<file path="src/rtl/pss_pkg.sv">
// shared types, constants and the tanh table for the square/saw voice bank
// no dependencies
package pss_pkg;

    // default number of voices
    localparam int VOICES_DEF = 8;

    // configuration register indexes
    localparam int CFG_IDX_W = 3;
    localparam logic [CFG_IDX_W-1:0] REG_ATTACK  = 3'd0;
    localparam logic [CFG_IDX_W-1:0] REG_RELEASE = 3'd1;
    localparam logic [CFG_IDX_W-1:0] REG_ALPHA   = 3'd2;
    localparam logic [CFG_IDX_W-1:0] REG_HZ      = 3'd3;
    localparam logic [CFG_IDX_W-1:0] REG_VOLUME  = 3'd4;
    localparam int CFG_DATA_W = 24;

    // register reset values
    localparam logic [15:0] ATTACK_RST  = 16'd149;
    localparam logic [15:0] RELEASE_RST = 16'd30;
    localparam logic [15:0] ALPHA_RST   = 16'd17210;
    localparam logic [23:0] HZ_RST      = 24'd1558252;
    localparam logic [15:0] VOLUME_RST  = 16'd32768;

    // operation codes
    localparam logic [1:0] OP_TICK     = 2'd0;
    localparam logic [1:0] OP_NOTE_ON  = 2'd1;
    localparam logic [1:0] OP_NOTE_OFF = 2'd2;

    // fixed point constants
    localparam logic [16:0] ENV_ONE       = 17'd65536;
    localparam logic [16:0] ENV_THRESHOLD = 17'd6;
    localparam logic [24:0] GLIDE_COEF    = 25'd328;
    localparam logic [18:0] SQUARE_AMP    = 19'd45875;
    localparam logic [24:0] SAW_GAIN      = 25'd19661;
    localparam logic [14:0] CLIP_MAX      = 15'd32767;

    // shared multiplier operand widths
    localparam int MUL_A_W = 36;
    localparam int MUL_B_W = 25;
    localparam int MUL_P_W = MUL_A_W + MUL_B_W;

    // round(32768 * tanh(k / 8)) for k = 0..32
    function automatic logic [14:0] tanh_lut(input logic [5:0] k);
        logic [14:0] t;
        begin
            case (k)
                6'd0:  t = 15'd0;
                6'd1:  t = 15'd4075;
                6'd2:  t = 15'd8025;
                6'd3:  t = 15'd11743;
                6'd4:  t = 15'd15143;
                6'd5:  t = 15'd18173;
                6'd6:  t = 15'd20813;
                6'd7:  t = 15'd23066;
                6'd8:  t = 15'd24956;
                6'd9:  t = 15'd26519;
                6'd10: t = 15'd27797;
                6'd11: t = 15'd28830;
                6'd12: t = 15'd29660;
                6'd13: t = 15'd30322;
                6'd14: t = 15'd30847;
                6'd15: t = 15'd31262;
                6'd16: t = 15'd31589;
                6'd17: t = 15'd31846;
                6'd18: t = 15'd32048;
                6'd19: t = 15'd32206;
                6'd20: t = 15'd32329;
                6'd21: t = 15'd32426;
                6'd22: t = 15'd32500;
                6'd23: t = 15'd32560;
                6'd24: t = 15'd32606;
                6'd25: t = 15'd32642;
                6'd26: t = 15'd32670;
                6'd27: t = 15'd32691;
                6'd28: t = 15'd32708;
                6'd29: t = 15'd32722;
                6'd30: t = 15'd32732;
                6'd31: t = 15'd32740;
                default: t = 15'd32746;
            endcase
            return t;
        end
    endfunction

endpackage

</file>
<file path="src/rtl/pss_mul.sv">
// shared signed multiplier with registered product
// depends on pss_pkg for operand widths
module pss_mul
(
    input  logic                                clk,
    input  logic signed [pss_pkg::MUL_A_W-1:0]  a,
    input  logic signed [pss_pkg::MUL_B_W-1:0]  b,
    output logic signed [pss_pkg::MUL_P_W-1:0]  p
);

    // product register
    always_ff @(posedge clk)
    begin
        p <= a * b;
    end

endmodule

</file>
<file path="config.mk">
export PLATFORM = sky130hd
export DESIGN_NAME = pss_mul
export DESIGN_NICKNAME = d
export VERILOG_FILES = /design/src/rtl/pss_pkg.sv /design/src/rtl/pss_mul.sv
export SDC_FILE = /design/constraint.sdc
export NUM_CORES = 2
export LEC_CHECK = 0
export ABC_AREA = 0
export BUFFER_PORTS_ARGS = -buffer_cell sky130_fd_sc_hd__buf_2
export CAP_MARGIN = 20
export CORE_MARGIN = 2
export CORE_UTILIZATION = 35
export DETAILED_ROUTE_END_ITERATION = 6
export PLACE_DENSITY_LB_ADDON = 0.2
export SLEW_MARGIN = 15
export SYNTH_ARGS = -nofsm -noshare
export SYNTH_HDL_FRONTEND = slang
export SYNTH_SLANG_ARGS = --single-unit
</file>
<file path="constraint.sdc">
create_clock -name clk -period 6.8 [get_ports clk]
set_input_delay 0.34 -clock clk [delete_from_list [all_inputs] [get_ports clk]]
set_output_delay 0.34 -clock clk [all_outputs]
set_load 0.03 [all_outputs]
</file>
* Word level (Yosys, flattened, before mapping) *
Index checks and enable logic that the tools add are counted.
Widths: inputs -> output; s select.

word-level totals
  bits in registers = 61
  input bits = 62
  output and inout port bits = 61
  word-level logic and storage cells = 2

cells by class
  $mul = 1

operators with widths
  cell            count
  $mul 36x25->61  1

* Logic depth before layout (Yosys ltp) *
  word-level depth = 1
  mapped depth = 27

* Worst setup path before layout *
Ideal clock, no wire load.

  path type = in2reg
  start point = in b[5] in the netlist's numbering
  end point = reg p[59] in the netlist's numbering
  library setup time = 0.134 ns
  arrival = 6.767 ns
  data required time = 6.666 ns
  setup slack = -0.101 ns
  stages on the path = 26
  cell sequence = clkbuf_1 clkbuf_1 nand2_1 fa_1 inv_1 fa_1 inv_1 fa_1 fa_1 inv_1 fa_1 fa_1 inv_1 fa_1 inv_1 ha_1 buf_2 a21o_1 a21o_1 a21oi_1 a2bb2oi_1 a31o_2 a21oi_4 a31o_4 nor4bb_1 or4_1

on the way
  word-level cells in the longest chain between the ends = 1

ends and longest elaborated chain
  element               line           RTL
  start, declared       pss_mul.sv:7   input logic signed [pss_pkg::MUL_B_W-1:0] b,
  $mul 36x25->61        pss_mul.sv:14  p <= a * b;
  end signal, assigned  pss_mul.sv:14
  end, declared         pss_mul.sv:8   output logic signed [pss_pkg::MUL_P_W-1:0] p

No other way between the ends.

* Worst setup path after layout *
  start point = in a[35] in the netlist's numbering
  end point = reg p[60] in the netlist's numbering

on the way
  word-level cells in the longest chain between the ends = 1

ends and longest elaborated chain
  element          line           RTL
  start, declared  pss_mul.sv:6   input logic signed [pss_pkg::MUL_A_W-1:0] a,
  $mul 36x25->61   pss_mul.sv:14

No other way between the ends.

==> out/results.ini <==
[outcome]
run_status = completed

[global_routing]
global_route_wire_length_before_repair_um = 149000
grt-busiest-layer = met2
remaining_global_route_overflow = 0
tot_gr_track_use_pct = 20.4
use_met3_pct = 2.64
grt_start_max_net_pins = 30
grt_antenna_before_repair = 4
gr-usage-met1_pct = 24.9
grt_util_met2_pct = 36.9
first_global_vias = 26400

[setup_path]
critical_path_peak_fanout = 8
worstSetupEndpointType = flip-flop
cpMostUsedCell = fa_1
slowest_delay_ns = 0.64
timing.critical_path.slowest_stage_cell = fa_1
cp.arrival_ns = 6.94
cp_cell_sequence = buf_6 -> clkbuf_16 -> and2_1 -> fa_1 -> inv_1 -> buf_4 -> fa_1 -> inv_1 -> fa_1 -> fa_1 -> fa_1 -> fa_1 -> fa_1 -> ha_1 -> and4_1 -> nand3_1 -> nand2b_1 -> o211ai_1 -> a21oi_2 -> a21o_1 -> xnor2_1
worst_path_dominant_cell_family = adder cells
critPathRequiredTime_ns = 7.09
worstSetupPathType = primary input to flip-flop
cp.buffers_inverters = 5
cp-start-kind = primary input

[finish]
regMostFlops = p
post_route_cells_drive_above_1_share_pct = 17.5
layout_commonest_cell = inv_1
largest_register_ff_count = 61
syn2layout_area_growth_pct = 19.4
reg.largest.list = p x61
finalNetCount = 5068
antennaDiodeCount = 0
mostFrequentLayoutCells = 907 x inv_1, 891 x fa_1, 453 x and2_1, 447 x nand2_1, 421 x buf_4

[logic_synthesis]
synthTopCellsByArea = fa_1 56%, inv_1 10%, and2_1 8.7%, ha_1 6.2%, nand2_1 5.2%
synth_ff_type = dfxtp_1
synth_warnings = 0
synth_edf_count = 0
postSynthAreaPerCell_um2 = 9.29
ys_seq_elements = 61
yosys.cell_types.count = 69
synthesis.area_um2 = 32800
netlist_instances = 3529
syn-num-nets = 4665
top_cell_type_s_share_of_synthesized_area_pct = 55.6
synth_area_leader_cell = fa_1
ys_async_sr_fraction_pct = 0
seq_area_frac_synth_pct = 3.72

[timing]
min_period_over_period_pct = 97.7
final.setup.worst_slack_ns = 0.155
slew-limit-headroom_pct = 52.6
final-setup-viol-count = 0
final.min_clock_period_ns = 6.65
maxClockFrequency_ghz = 0.150
drv_slew = 0
slew_worst_pin_ns = 0.712
hold_viol_final = 0
rsz0062_at_grt = true

[die]
die_area_um2 = 96100
initial_core_util_pct = 35.2
placement_rows = 112
fp.dieH_um = 310
die_w_um = 310
top_level_ports = 123
core_area_um2 = 93000

[clock_network]
htree_levels = 3
clock-sinks = 61
clk_transition_reported_paths_ns = 0.07
root_buffer = clkbuf_16
numCtsBuffers = 9
cts_tree = yes
clockBufferDepth = 2

[place]
pre_cts_slack_ns = -0.710
gp_congestion = 0.853
hpwl_um = 82700
place.port_buffers = 122

[routing]
drt-vias-per-instance = 4.59
drc_errors = 0
detailedRoute.firstPassIterationCount = 5
drt_iter0_drc = 1049
drt-wirelength-per-cell_um = 18.1
totalWireLength_um = 94000
ant_nets = 0
num_vias = 23800

[run]
cap_violations = 0

[min_path]
min-delay-path-class = primary input to flip-flop

-- synth_stat cells (2+ instances only) --
library cell and n:
o21ai_1 3, and3_2 2, o211ai_1 7, clkbuf_1 170, a211oi_1 6, o2111a_1 2
a31oi_1 7, fa_1 911, inv_1 909, o21ai_0 27, o2111ai_1 2, nand3_1 8
nand2_1 450, a221o_1 2, nor2_1 65, o21bai_1 11, and3_1 2, o21a_1 5
nor2b_1 8, nand2b_1 15, nor3_1 9, a21oi_1 62, dfxtp_1 61, o31ai_1 6
o31a_1 2, xnor2_1 45, a21o_1 30, nand4_1 14, and3_4 2, xor2_1 19
buf_2 10, and2_1 458, ha_1 163
-- layout make-up --
cell class,count,area (µm²)
fillers,9393,53900
inverters,909,3410
multi-input cells,2376,27900
clock inverters,7,75.1
repair buffers,575,4710
flip-flops and latches,61,1220
well taps,1254,1570
clock buffers,9,225
-- final timing paths --
kind                    end  cells past startpoint  start  slack, ns
worst max-delay path  p[60]                     21  a[35]       0.15
worst min-delay path   p[0]                      2   b[0]       0.58
-- routing by layer --
layer  share of wire, %  wire, µm
met1                 40     37500
met5              0.043        40
met2                 53     49900
met4                3.6      3360
met3                3.4      3200
-- kinds of logic (layout without fill, tap and decap cells) --
group	after synthesis	in the layout	share of synthesized area (%)
xor+xnor	64	64	1.71
mux	1	1	0.0305
simple gates	1044	1044	16.0
compound gates	193	193	4.05
flops	61	61	3.72
buf+inv	1092	1500	12.6
fa+ha+maj	1074	1074	61.8
-- through the flow --
step                      util, %  hold slack [ns]  cells  setup TNS [ns]  instance area [µm²]
after CTS                    41.2            0.562   5180               0                38300
after global placement       40.7            0.775   5162          -10.06                37900
after detailed placement     40.7            0.774   5162          -10.76                37900
final                        42.1            0.582   5191               0                39100
after global routing         42.1            0.593   5191         -0.0149                39100
after floorplan                 -            0.467   3529               0                32800
-- what timing repair did --
action                                 CTS  global route
setup buffers                            2             7
endpoints found under the hold margin    0             0
resized for setup                       28           167
setup endpoints to repair               13            22
pin swaps                                3            70
gates cloned                             0             5
hold buffers                             0             0
Power is left out: the tool's default activity adds up to more than one toggle a clock period on the data nets, which glitch-free logic cannot reach.
